### src/rtl/isms_pkg.sv
// ----------------------------------------------------------------------------
// isms_pkg - interval sort/merge shared definitions
// Types, constants and state codes for the range sort and merge block.
// ----------------------------------------------------------------------------
package isms_pkg;

  localparam int unsigned MaxRanges = 32;
  localparam int unsigned AddrBits  = 64;
  localparam int unsigned DropBits  = 8;

  typedef logic [AddrBits-1:0] addr_t;
  typedef logic [DropBits-1:0] drop_t;

  typedef struct packed {
    addr_t start;
    addr_t stop;
  } slot_t;

  // operands for the shared comparator: lt/eq on pair a, lt on pair b
  typedef struct packed {
    addr_t a0;
    addr_t b0;
    addr_t a1;
    addr_t b1;
  } cmp_ops_t;

  typedef struct packed {
    logic lt_a;
    logic eq_a;
    logic lt_b;
  } cmp_res_t;

  typedef enum logic [2:0] {
    S_IDLE,
    S_CHECK,
    S_INS,
    S_INS_PUT,
    S_MRG_START,
    S_MRG_LOAD,
    S_MRG_STEP,
    S_MRG_TAIL
  } isms_state_e;

endpackage

### src/rtl/isms_store.sv
// ----------------------------------------------------------------------------
// isms_store - range store
// One write port, one read port with registered read data.
// ----------------------------------------------------------------------------
module isms_store #(
  parameter int unsigned Depth = isms_pkg::MaxRanges,
  localparam int unsigned AddrW = $clog2(Depth)
) (
  input  logic                clk_i,
  input  logic                we_i,
  input  logic [AddrW-1:0]    waddr_i,
  input  isms_pkg::slot_t     wdata_i,
  input  logic [AddrW-1:0]    raddr_i,
  output isms_pkg::slot_t     rdata_o
);

  isms_pkg::slot_t mem_q [Depth];
  isms_pkg::slot_t rdata_q;

  always_ff @(posedge clk_i) begin
    if (we_i) begin
      mem_q[waddr_i] <= wdata_i;
    end
    rdata_q <= mem_q[raddr_i];
  end

  assign rdata_o = rdata_q;

endmodule

### config.mk
export PLATFORM = sky130hd
export DESIGN_NAME = isms_store
export DESIGN_NICKNAME = d
export VERILOG_FILES = /design/src/rtl/isms_pkg.sv /design/src/rtl/isms_store.sv
export SDC_FILE = /design/constraint.sdc
export NUM_CORES = 2
export LEC_CHECK = 0
export BUFFER_PORTS_ARGS = -buffer_cell sky130_fd_sc_hd__buf_4
export CAP_MARGIN = 20
export CORE_ASPECT_RATIO = 1.1
export CORE_MARGIN = 1
export CORE_UTILIZATION = 30
export CTS_CLUSTER_SIZE = 40
export DETAILED_ROUTE_END_ITERATION = 12
export PLACE_DENSITY = 0.52
export SYNTH_ARGS = -nofsm -noshare
export SYNTH_HDL_FRONTEND = slang
export SYNTH_SLANG_ARGS = --single-unit
### constraint.sdc
create_clock -name clk_i -period 19.58 [get_ports clk_i]
set_input_delay 3.916 -clock clk_i [delete_from_list [all_inputs] [get_ports clk_i]]
set_output_delay 3.916 -clock clk_i [all_outputs]
set_load 0.05 [all_outputs]
**Word level (Yosys, flattened, before mapping)**

Memory sizes are Yosys's and may differ from the RTL's. A register that Yosys moved wholly into a read port is not among the register bits.
Index checks and enable logic that the tools add are counted.

- Bitwise operators: 0
- Shift-type cells: 0
- $lt $le $gt $ge: 0
- Mux-type cells: 2
- Divide/modulo/power cells: 0
- Multiply operators: 0
- $add $sub $neg: 0
- Equal/unequal tests: 0
- Reductions and logical operators: 0

Operators by type and width:

| operator | number |
|---|---|
| 1-bit 2-to-1 mux | 2 |

- Bits in latches: 0
- Bits of input ports: 140
- Word-level logic and storage cells: 3
- Memories kept: 1
- Bits in registers: 0
- Bits in writable memories: 4096
- Bits in read-only memories: 0

Memories:

| memory | words | bits a word | read ports | clocked after memory_dff | write ports | RTL line | RTL |
|---|---|---|---|---|---|---|---|
| mem_q | 32 | 128 | 1 | 1 | 1 | isms_store.sv:17 | `isms_pkg::slot_t mem_q [Depth];` |

**Longest topological paths before layout**

- Depth in word-level cells: 2
- Mapped depth: 9
- Depth with buffers taken out: 4

**Worst setup path before layout**

Ideal clock, no wire load.

- Kind: input to register
- From: in waddr_i[1]
- To: mem mem_q[12][0] (netlist name) (enable)
- Buffers on the path: 1
- Slack: 9.066 ns
- Data required time: 18.963 ns
- Cell stages on the path: 3
- Data arrival time: 9.897 ns
- Path through: or3b_2 > clkbuf_1 > nor2_1

RTL lines:

| item | RTL line | RTL |
|---|---|---|
| start: declaration | isms_store.sv:11 | `input logic [AddrW-1:0] waddr_i,` |
| end: declaration | isms_store.sv:17 |  |

No word-level cell before the write port.

==> qor.yml <==
clock.fmax_mhz: 125
setup_ws_ps: 11550
hold_violations: 0
timing.critical_path.slowest_stage_cell: "sky130_fd_sc_hd__buf_4"
clkSinkCount: 4224
synth-seq-cells: 4224
cp_cell_sequence: "buf_16 -> buf_12 -> buf_4 -> buf_4 -> buf_4 -> mux4_2 -> o22ai_1 -> nor4_1"
grt_setup_unrepaired: "false"
total_negative_setup_slack_ps: 0
avgViaCountPerCell: 5.19
die_y_um: 756
routed-wl-met3_mm: 36.5
core_utilization_of_the_finished_layout_pct: 35.1
synth_adder_area_share_pct: 0
timing.max_slew.rel_slack_pct: 21.3
first_pass_grt_wire_length_mm: 616
floorplan.initialDensity_pct: 30.2
first_global_vias: 75700
stdcell_area_um2: 181000
critical_path.max_stage_delay_ps: 870
post_cts_resize_count: 0
port_buffers: 267
netlist-cell-type-count: 28
dr.max_layer_used: "met5"
net_count_final: 7109
dominant_combinational_cell_family_by_area_after_synthesis: "multiplexers"
pre_cts_slack_ps: 10330
slew_viols_final: 0
synth_cells: 6440
fin_hold_ws_ps: 694
critPathTopFamily: "buffers and inverters"
outcome: "finished clean"
cts_setup_buffers: 0
layout-area-overhead-vs-synth_pct: 16.3
placement.cell_area_um2: 166000
power_density_nw_per_um2: 108
cp-end-kind: "flip-flop"
netlist.top_cell.by_area: "sky130_fd_sc_hd__edfxtp_1"
worst_pin_slew_ps: 1180
die_w_um: 688
ioPinCount: 268
post_synth_main_area_contributors: "sky130_fd_sc_hd__edfxtp_1 79%, sky130_fd_sc_hd__mux4_2 14%, sky130_fd_sc_hd__o22ai_1 1.8%"
number_of_antenna_violations_at_the_first_check_in_global_routing: 79
cts_buffer_depth: 4
finalWorstPathRequiredPeriod_ps: 8030
setup_viol: 0
root_buffer: "sky130_fd_sc_hd__clkbuf_16"
endpoint_required_time_on_the_critical_path_ps: 20450
worst_skew_pair.late_latency_ps: 1030
wl_met1_mm: 188
critPathMostFrequentCell: "sky130_fd_sc_hd__buf_4"
post_cts_hold_buffer_count: 0
gp_congestion: 0.717
grt.total_usage_pct: 16.9
worst_hold_path_type: "reg -> reg"
num_rows: 276
critical_path.max_fanout: 96
critical_path_arrival_ps: 8910
syn_avg_cell_area_um2: 24.1
wl_per_instance_um: 31.7
grt_max_degree: 128
clock_tree_from_tritoncts: "built"
synth_xor_area_share_pct: 0
leakage_dissipation_nw: 55.5
drive_above_1_share_pct: 28.8
sum_of_overflow_across_all_layers_after_global_routing: 0
dpl.cell_count: 13400
timing.clock.skew_ps: 64.6
met2RoutedLength_mm: 215
dieArea_um2: 520000
synth_mux_area_share_pct: 14.7
route.vias.total: 73600
max-cap-violations: 0
startpoint_type: "input port"
drt-pass1-iter-count: 7
synth_top_area_share_pct: 79.2
synth-compound-area-share_pct: 2.28
place.detailed.hpwl_mm: 218
synth_simple_gate_area_share_pct: 0.832
post-route-period-util_pct: 41.0
crit_type: "in -> reg"
initial_drc_count: 8637
drt.antenna.violating_nets: 0
cell_area_synth_um2: 155000
synth_sequential_area_ratio_pct: 80.9
synthesis.nets: 6580
worst_setup_hold_path_clk_slew_ps: 60
postRouteWirelength_mm: 450
worst_ir_drop_vdd_uv: 73.8
clock_h_tree_levels: 5
synth_warnings: 0
instances_no_fill: 14200
power_mw: 19.5
residual_drc_count: 0
cts_buffers: 427
fillCellCount: 47100
crit_buf_inv: 5
core_um2: 515000
==> tightest hold or removal path: cells and delay by family (launching register included) <==
kind / cells / cell delay [ps]
flip-flops: 1 / 320
AND/OR/NAND/NOR: 1 / 70
multiplexers: 1 / 220
AO/OA/AOI/OAI: 1 / 70
==> sequential cells by signal, summed over array words and instances (netlist names) <==
name / cells
rdata_o: 128
mem_q: 4096
==> cells in the mapped netlist, drive strengths merged <==
cell    count
nor3b       1
and3b       1
and2        1
nand3      37
dfxtp     128
a22oi     102
or2         1
edfxtp   4096
or3b        4
or3         2
clkbuf    117
buf       235
nor4      111
nand2       4
mux4      956
nor2       36
nor2b       3
and3        1
nand3b      6
mux2i     136
nand4      17
o22ai     444
nand2b      1
==> logic make-up (layout without fill, tap and decap cells) <==
kind of cell           after synthesis  in the layout
AO/OA/AOI/OAI                      546            546
buffers and inverters              352           1258
flip-flops                        4224           4224
multiplexers                      1092           1092
other                                0             26
AND/OR/NAND/NOR                    226            226
==> final cells by class <==
cell class / count / area (µm²) / area share, %
clock buffers: 570 / 11700 / 6.51
clock inverters: 236 / 2730 / 1.51
diodes: 26 / 65.1 / 0.0360
flip-flops and latches: 4224 / 126000 / 69.6
multi-input cells: 1864 / 28100 / 15.6
well taps: 6811 / 8520 / 4.72
repair buffers: 452 / 3780 / 2.09
==> where the power goes <==
group | switching, mW | leakage [nW] | internal, mW
clock | 3.53 | 7.08 | 4.84
sequential | 0.0671 | 38.0 | 10.1
combinational | 0.635 | 10.4 | 0.332
==> worst paths after layout <==
| path | start | end | slack (ps) | cells after the start |
|---|---|---|---|---|
| max reg2reg | mem_q[25][70] | rdata_o[70] | 17750 | 3 |
| min | mem_q[30][104] | rdata_o[104] | 690 | 3 |
| max | raddr_i[0] | rdata_o[99] | 11550 | 8 |
| min reg2reg | mem_q[30][104] | rdata_o[104] | 690 | 3 |
==> placed cells by master, fill, tap and decap left out, types with 3 or more instances in the layout <==
cell type,n
sky130_fd_sc_hd__clkinv_16,13
sky130_fd_sc_hd__edfxtp_1,4096
sky130_fd_sc_hd__o22ai_1,444
sky130_fd_sc_hd__bufinv_16,46
sky130_fd_sc_hd__clkinv_2,80
sky130_fd_sc_hd__buf_4,419
sky130_fd_sc_hd__buf_12,29
sky130_fd_sc_hd__inv_6,12
sky130_fd_sc_hd__clkbuf_16,432
sky130_fd_sc_hd__nand4_1,17
sky130_fd_sc_hd__clkinvlp_4,7
sky130_fd_sc_hd__nand3_1,36
sky130_fd_sc_hd__a22oi_1,102
sky130_fd_sc_hd__clkinv_4,9
sky130_fd_sc_hd__clkinv_1,64
sky130_fd_sc_hd__or3b_2,3
sky130_fd_sc_hd__nand3b_1,6
sky130_fd_sc_hd__nor4_1,101
sky130_fd_sc_hd__mux4_2,956
sky130_fd_sc_hd__nor4_2,10
sky130_fd_sc_hd__mux2i_1,136
sky130_fd_sc_hd__clkbuf_1,96
sky130_fd_sc_hd__diode_2,26
sky130_fd_sc_hd__dfxtp_1,128
sky130_fd_sc_hd__clkinv_8,3
sky130_fd_sc_hd__clkbuf_8,42
sky130_fd_sc_hd__nor2_4,34
==> per-layer routing <==
layer | GRT usage [%] | vias up
met4 | 4.05 | 36
li1 | - | 29200
met2 | 27.4 | 2855
met5 | 0 | -
met3 | 4.05 | 609
met1 | 23.1 | 40900
Note: power is estimated with default switching activity, not from simulation.
