**src/rtl/isms_pkg.sv**
```systemverilog
// ----------------------------------------------------------------------------
// isms_pkg - interval sort/merge shared definitions
// Types, constants and state codes for the range sort and merge block.
// ----------------------------------------------------------------------------
package isms_pkg;

  localparam int unsigned MaxRanges = 32;
  localparam int unsigned AddrBits  = 64;
  localparam int unsigned DropBits  = 8;

  typedef logic [AddrBits-1:0] addr_t;
  typedef logic [DropBits-1:0] drop_t;

  typedef struct packed {
    addr_t start;
    addr_t stop;
  } slot_t;

  // operands for the shared comparator: lt/eq on pair a, lt on pair b
  typedef struct packed {
    addr_t a0;
    addr_t b0;
    addr_t a1;
    addr_t b1;
  } cmp_ops_t;

  typedef struct packed {
    logic lt_a;
    logic eq_a;
    logic lt_b;
  } cmp_res_t;

  typedef enum logic [2:0] {
    S_IDLE,
    S_CHECK,
    S_INS,
    S_INS_PUT,
    S_MRG_START,
    S_MRG_LOAD,
    S_MRG_STEP,
    S_MRG_TAIL
  } isms_state_e;

endpackage

```
**src/rtl/isms_cmp.sv**
```systemverilog
// ----------------------------------------------------------------------------
// isms_cmp - shared comparator
// Unsigned less-than and equality on pair a, less-than on pair b.
// ----------------------------------------------------------------------------
module isms_cmp (
  input  isms_pkg::cmp_ops_t ops_i,
  output isms_pkg::cmp_res_t res_o
);

  assign res_o.lt_a = ops_i.a0 <  ops_i.b0;
  assign res_o.eq_a = ops_i.a0 == ops_i.b0;
  assign res_o.lt_b = ops_i.a1 <  ops_i.b1;

endmodule

```
**config.mk**
```make
export PLATFORM = sky130hd
export DESIGN_NAME = isms_cmp
export DESIGN_NICKNAME = d
export VERILOG_FILES = /design/src/rtl/isms_pkg.sv /design/src/rtl/isms_cmp.sv
export SDC_FILE = /design/constraint.sdc
export NUM_CORES = 1
export LEC_CHECK = 0
export ABC_AREA = 1
export BUFFER_PORTS_ARGS = -buffer_cell sky130_fd_sc_hd__buf_2
export CORE_AREA = 2 2 99 101
export DETAILED_ROUTE_END_ITERATION = 10
export DIE_AREA = 0 0 101 103
export GPL_TIMING_DRIVEN = 0
export PLACE_DENSITY = 0.75
export SLEW_MARGIN = 30
export SYNTH_ARGS = -nofsm -noshare
export SYNTH_HDL_FRONTEND = slang
export SYNTH_SLANG_ARGS = --single-unit
```
**constraint.sdc**
```tcl
create_clock -name vclk -period 2.2
set_clock_uncertainty 0.05 [all_clocks]
set_input_delay 0.11 -clock vclk [all_inputs]
set_output_delay 0.11 -clock vclk [all_outputs]
set_load 0.005 [all_outputs]
```
# Yosys cells after proc, flatten, opt, wreduce, memory -nomap -nowiden
# Index checks and enable logic that the tools add are counted.
[totals]
reg_bits = 0
out_inout_bits = 3
[op_classes]
n_lt_le_gt_ge = 2
eq_ne = 1
[ops]
columns = ["operator", "count"]
rows = [
  ["64-bit less-than comparator", 2],
  ["64-bit == test", 1],
]

# Depth between registers and ports, before layout
# Gate-level depths: netlist (run 1).
[depth]
depth_word = 1
ltp_mapped = 13
mapped_depth_nobuf = 13

# Least setup slack after synthesis (run 1)
# No wires, ideal clock.
[synth_path]
path_kind = "input to output"
startpoint = "input ops_i[5] in the netlist's numbering"
endpoint = "output res_o[0] in the netlist's numbering"
t_required_ns = 2.040
arrival_time_ns = 1.077
cell_stages = 11
path_slack_ns = 0.963
path_cell_list = "inv_1 ha_1 a21oi_1 nor2_1 nor3_1 nand2_1 nand2_1 nand2_1 nand2_1 nand2_1 a21oi_1"
[synth_rtl]
columns = ["item", "line", "rtl"]
rows = [
  ["start: declaration", "isms_cmp.sv:6", "input isms_pkg::cmp_ops_t ops_i,"],
  ["end: declaration", "isms_cmp.sv:7", "output isms_pkg::cmp_res_t res_o"],
]

==> flow_metrics.env, run 1 <==
export IMPL_hold_viol=0
export IMPL_cts_resized=0
export IMPL_wl_mm=9.09
export IMPL_flops_and_latches=0
export IMPL_yosysWarnings=0
export IMPL_slowest_delay_ns=0.29
export IMPL_syn_nets=910
export IMPL_grt_max_degree=4
export IMPL_io_buffer_count=259
export IMPL_cpMostUsedCell="a21oi_1"
export IMPL_post_cts_buffers=0
export IMPL_nFillCells=996
export IMPL_synth_area_leaders="ha_1, inv_1, nand2_1, a21oi_1, nor2_1"
export IMPL_avgSynthCellArea_um2=6.30
export IMPL_hp_class="in -> out"
export IMPL_synth_xor_area_share_pct=0
export IMPL_gp_congestion=0.784
export IMPL_synthSimpleGateAreaFrac_pct=21.4
export IMPL_end_kind="primary output"
export IMPL_p_leak_nw=3.28
export IMPL_antenna_found_initial=2
export IMPL_hold_path_endpoint="res_o[0]"
export IMPL_chipHeight_um=103
export IMPL_vias=4001
export IMPL_pre_cts_ws_ns=0.605
export IMPL_layout_setup_ws_ns=0.631
export IMPL_start_kind="input pin"
export IMPL_holdBufCountCts=0
export IMPL_pwr_density_cell_mw_per_mm2=158
export IMPL_insertedDiodeCount=0
export IMPL_slew_violations=0
export IMPL_holdPathStages=6
export IMPL_crit_arrival_ns=1.41
export IMPL_finalCritPeriodShare_pct=71.3
export IMPL_drive_gt1_share_pct=34.4
export IMPL_dieWidth_um=101
export IMPL_ir_drop_mv=0.0766
export IMPL_max_freq_ghz=0.637
export IMPL_ys_seq_area_share_pct=0
export IMPL_slew_headroom_pct=83.9
export IMPL_ioPinCount=259
export IMPL_setup_viol=0
export IMPL_seqCellArea_um2=0
export IMPL_grtUsageTotal_pct=16.0
export IMPL_yosysMostFrequentCell="inv_1"
export IMPL_dr_pass1_iters=4
export IMPL_critPathSlowestCell="ha_1"
export IMPL_critPathMaxFanout=2
export IMPL_rows=36
export IMPL_synthCells=527
export IMPL_netlist_area_leader_share_pct=47.8
export IMPL_grt_pass1_wl_mm=14.0
export IMPL_start_util_pct=35.1
export IMPL_min_from="ops_i[96]"
export IMPL_path_cells="buf_2 > inv_1 > ha_1 > a21oi_1 > o21ai_1 > nand2_1 > nand3_1 > a21oi_1 > nand2_1 > a21oi_1 > buf_2"
export IMPL_required_ns=2.04
export IMPL_synthTopCellsByCount="inv_1, ha_1, nand2_1"
export IMPL_min_period_ns=1.57
export IMPL_grt_overflow=0
export IMPL_syn_to_final_growth_pct=43.3
export IMPL_via_per_inst=4.45
export IMPL_synth_cell_types=21
export IMPL_rsz0062_at_grt="false"
export IMPL_synthAdderAreaFrac_pct=47.8
export IMPL_grt_pass1_vias=3673
export IMPL_synth_top_family_by_area="adder cells"
export IMPL_critPathTopFamily="compound AO/OA/AOI/OAI gates"
export IMPL_drt_iter0_drc=26
export IMPL_setup_tns_final_ns=0
export IMPL_fin_util_pct=50.3
export IMPL_drc=0
export IMPL_avgRoutedWirePerCell_um=10.1
export IMPL_fin_nets=1171
export IMPL_synthMuxAreaShare_pct=0
export IMPL_crit_type="in -> out"
export IMPL_worstMarginPinSlew_ns=0.239
export IMPL_ant_nets=0
export IMPL_cp_num_buf_inv=3
export IMPL_synth_compound_area_share_pct=13.8
export IMPL_maxCapViolCount=0
export IMPL_n_clock_buffer=0
export IMPL_synthesis_area_mm2=0.00332
export IMPL_fp_dieArea_mm2=0.0104
export IMPL_hpwl_mm=8.93
export IMPL_core_mm2=0.00946
export IMPL_synth_top_area_cell="ha_1"
export IMPL_outcome="finished clean"
-- metal layers --
metal	track usage (%)	share of wire, %	vias to the layer above	wire (µm)
met4	1.04	0.65	2	59
met3	3.59	10	6	914
met2	35.2	52	155	4760
met5	0	0.18	-	16
li1	-	-	2217	-
met1	15.5	37	1621	3340
-- worst max-delay path by stage --
stage | from | slack (ns) | end | cells after the start
2_1_floorplan | ops_i[5] | 0.96 | res_o[0] | 11
3_3_place_gp | ops_i[177] | 0.61 | res_o[2] | 11
3_5_place_dp | ops_i[177] | 0.61 | res_o[2] | 11
4_1_cts | ops_i[177] | 0.60 | res_o[2] | 11
5_1_grt | ops_i[5] | 0.44 | res_o[0] | 13
6_report | ops_i[177] | 0.63 | res_o[2] | 11
-- area by class of cell --
| cell class | instances | area [µm²] | share of cell area [%] |
|---|---|---|---|
| Inverter | 150 | 563 | 11.8 |
| Tap cell | 114 | 143 | 3.00 |
| Multi-Input combinational cell | 377 | 2760 | 58.0 |
| Timing Repair Buffer | 259 | 1300 | 27.2 |
-- where the power goes --
part	total, W	switching, W	internal (W)
Combinational	0.000752	0.000360	0.000392
Sequential	0	0	0
Clock	0	0	0
-- cells in the final DEF, fill, tap and decap left out, types with 6 or more instances in the layout --
master	instances
buf_2	259
inv_1	147
ha_1	127
nand2_1	95
a21oi_1	64
nor2_1	31
nand4_1	13
o21ai_1	11
nand3_1	10
o21ai_0	6
-- cells by family (layout without fill, tap and decap cells) --
kind of cell               count (synthesis)  count (layout)
AOI/OAI and AO/OA                         88              88
buffers and inverters                    150             409
and+or+nand+nor                          162             162
adders and majority gates                127             127
-- metrics by stage --
| step | cell area (µm²) | hold slack, ns | cells | total power [W] |
|---|---|---|---|---|
| floorplan | 3320 | 0.503 | 527 | 0.000433 |
| detailed placement | 4760 | 0.739 | 900 | 0.000763 |
| global placement | 4760 | 0.725 | 900 | 0.000748 |
| global route | 4760 | 0.795 | 900 | 0.000893 |
| CTS | 4760 | 0.742 | 900 | 0.000769 |
| finish | 4760 | 0.736 | 900 | 0.000752 |
-- worst min-delay path: cells and delay by family --
family | cells | cell delay, ns
adder cells (fa/ha/maj) | 1 | 0.11
AND/OR/NAND/NOR | 2 | 0.19
AO/OA/AOI/OAI | 1 | 0.06
buffers and inverters | 2 | 0.20
(Power assumes the default switching activity.)
==> run 2, diff against run 1 <==
--- a/config.mk
+++ b/config.mk
@@ -7,11 +7,11 @@
 export LEC_CHECK = 0
 export ABC_AREA = 1
 export BUFFER_PORTS_ARGS = -buffer_cell sky130_fd_sc_hd__buf_2
-export CORE_AREA = 2 2 99 101
+export CORE_AREA = 2 2 100 102
 export DETAILED_ROUTE_END_ITERATION = 10
-export DIE_AREA = 0 0 101 103
+export DIE_AREA = 0 0 102 104
 export GPL_TIMING_DRIVEN = 0
-export PLACE_DENSITY = 0.75
+export PLACE_DENSITY = 0.77
 export SLEW_MARGIN = 30
 export SYNTH_ARGS = -nofsm -noshare
 export SYNTH_HDL_FRONTEND = slang
==> constraint.sdc (replaced) <==
create_clock -name vclk -period 1.41
set_clock_uncertainty 0.05 [all_clocks]
set_input_delay 0.0705 -clock vclk [all_inputs]
set_output_delay 0.0705 -clock vclk [all_outputs]
set_load 0.005 [all_outputs]
==> flow_metrics.env, run 2 (synthesis results as in run 1) <==
export IMPL_outcome="finished with violations"
export IMPL_violations="negative setup slack"
export IMPL_n_clock_buffer=0
export IMPL_grt_max_degree=4
export IMPL_final_common_cell="buf_2"
export IMPL_grtUsageTotal_pct=17.1
export IMPL_drc=0
export IMPL_avgRoutedWirePerCell_um=11.5
export IMPL_ioPinCount=259
export IMPL_flops_and_latches=0
export IMPL_placed_area_mm2=0.00478
export IMPL_max_freq_ghz=0.677
export IMPL_required_ns=1.29
export IMPL_vias=4140
export IMPL_ant_nets=0
export IMPL_fin_util_pct=56.7
export IMPL_dieWidth_um=102
export IMPL_slew_headroom_pct=85.9
export IMPL_grt_pass1_vias=3903
export IMPL_min_period_ns=1.48
export IMPL_gr_usage_met2_pct=35.9
export IMPL_ir_drop_mv=0.135
export IMPL_via_per_inst=4.49
export IMPL_rsz0062_at_grt="true"
export IMPL_chipHeight_um=104
export IMPL_pwr_density_cell_mw_per_mm2=267
export IMPL_start_kind="input pin"
export IMPL_holdPathStages=8
export IMPL_setup_viol=2
export IMPL_end_kind="primary output"
export IMPL_worstMarginPinSlew_ns=0.209
export IMPL_insertedDiodeCount=0
export IMPL_hold_viol=0
export IMPL_p_leak_nw=3.34
export IMPL_slew_violations=0
export IMPL_rows=36
export IMPL_wl_mm=10.6
export IMPL_min_from="ops_i[215]"
export IMPL_io_buffer_count=259
export IMPL_finalCritPeriodShare_pct=105
export IMPL_top_usage_layer="met2"
export IMPL_hpwl_mm=9.01
export IMPL_crit_type="in -> out"
export IMPL_fin_area_mm2=0.00541
export IMPL_core_mm2=0.00955
export IMPL_setup_tns_final_ns=-0.122
export IMPL_layout_setup_ws_ns=-0.0661
export IMPL_final_cell_mix="buf_2, inv_1, ha_1"
export IMPL_seqCellArea_um2=0
export IMPL_pre_cts_ws_ns=-0.143
export IMPL_hp_class="in -> out"
export IMPL_syn_to_final_growth_pct=63.0
export IMPL_holdBufCountCts=0
export IMPL_grt_pass1_wl_mm=15.4
export IMPL_drive_gt1_share_pct=44.6
export IMPL_grt_use_met1_pct=17.2
export IMPL_grt_overflow=0
export IMPL_fp_dieArea_mm2=0.0106
export IMPL_gp_congestion=0.808
export IMPL_start_util_pct=34.8
export IMPL_drt_iter0_drc=63
export IMPL_fin_nets=1175
export IMPL_antenna_found_initial=0
export IMPL_hold_path_endpoint="res_o[2]"
export IMPL_maxCapViolCount=0
export IMPL_crit_arrival_ns=1.36
export IMPL_grtUsageMet3_pct=3.49
export IMPL_dr_pass1_iters=4
export IMPL_critPathMaxFanout=2
-- run 2: final cells by class --
| class | count | area, µm² |
|---|---|---|
| inverter | 150 | 576 |
| multi-input combinational | 377 | 3250 |
| fill | 909 | 4140 |
| timing repair buffer | 263 | 1420 |
| tap | 133 | 166 |
-- run 2: worst max-delay path, stage by stage --
cell and delay [ns]:
buf_2 0.08, inv_2 0.03, ha_1 0.30, nand2_2 0.08, nor2_4 0.10, nand2_2 0.09
nor4_4 0.14, nand4_1 0.13, nor3_2 0.17, buf_2 0.15
-- run 2: worst max path at each step --
stage                     from       end  slack (ns)  cells past startpoint
floorplan             ops_i[5]  res_o[0]        0.25                     11
detailed placement  ops_i[223]  res_o[1]       -0.14                      9
global placement    ops_i[187]  res_o[1]       -0.11                      8
CTS                 ops_i[184]  res_o[1]       -0.08                      8
finish              ops_i[156]  res_o[1]       -0.07                     10
global route          ops_i[3]  res_o[0]       -0.18                     13
-- run 2: routing by layer --
layer	up-vias	routed length [µm]
li1	2228	-
met1	1723	3710
met2	172	5730
met3	17	1000
met4	0	138
met5	-	0
-- run 2: what timing repair did --
action / CTS / global route
endpoints found under the setup margin: 3 / 3
pin swaps: 29 / 29
gates resized for setup: 48 / 56
buffers inserted: 3 / 1
-- run 2: per-stage QoR --
stage,power [W],hold WS (ns),cells
after floorplan,0.000675,0.424,527
after global placement,0.00117,0.652,919
after detailed placement,0.00119,0.685,919
after CTS,0.00130,0.688,922
after global routing,0.00167,0.739,923
final,0.00145,0.679,923
-- run 2: where the power goes --
part	internal, W	switching (W)
Combinational	0.000761	0.000686
Clock	0	0
Sequential	0	0
Total	0.000761	0.000686
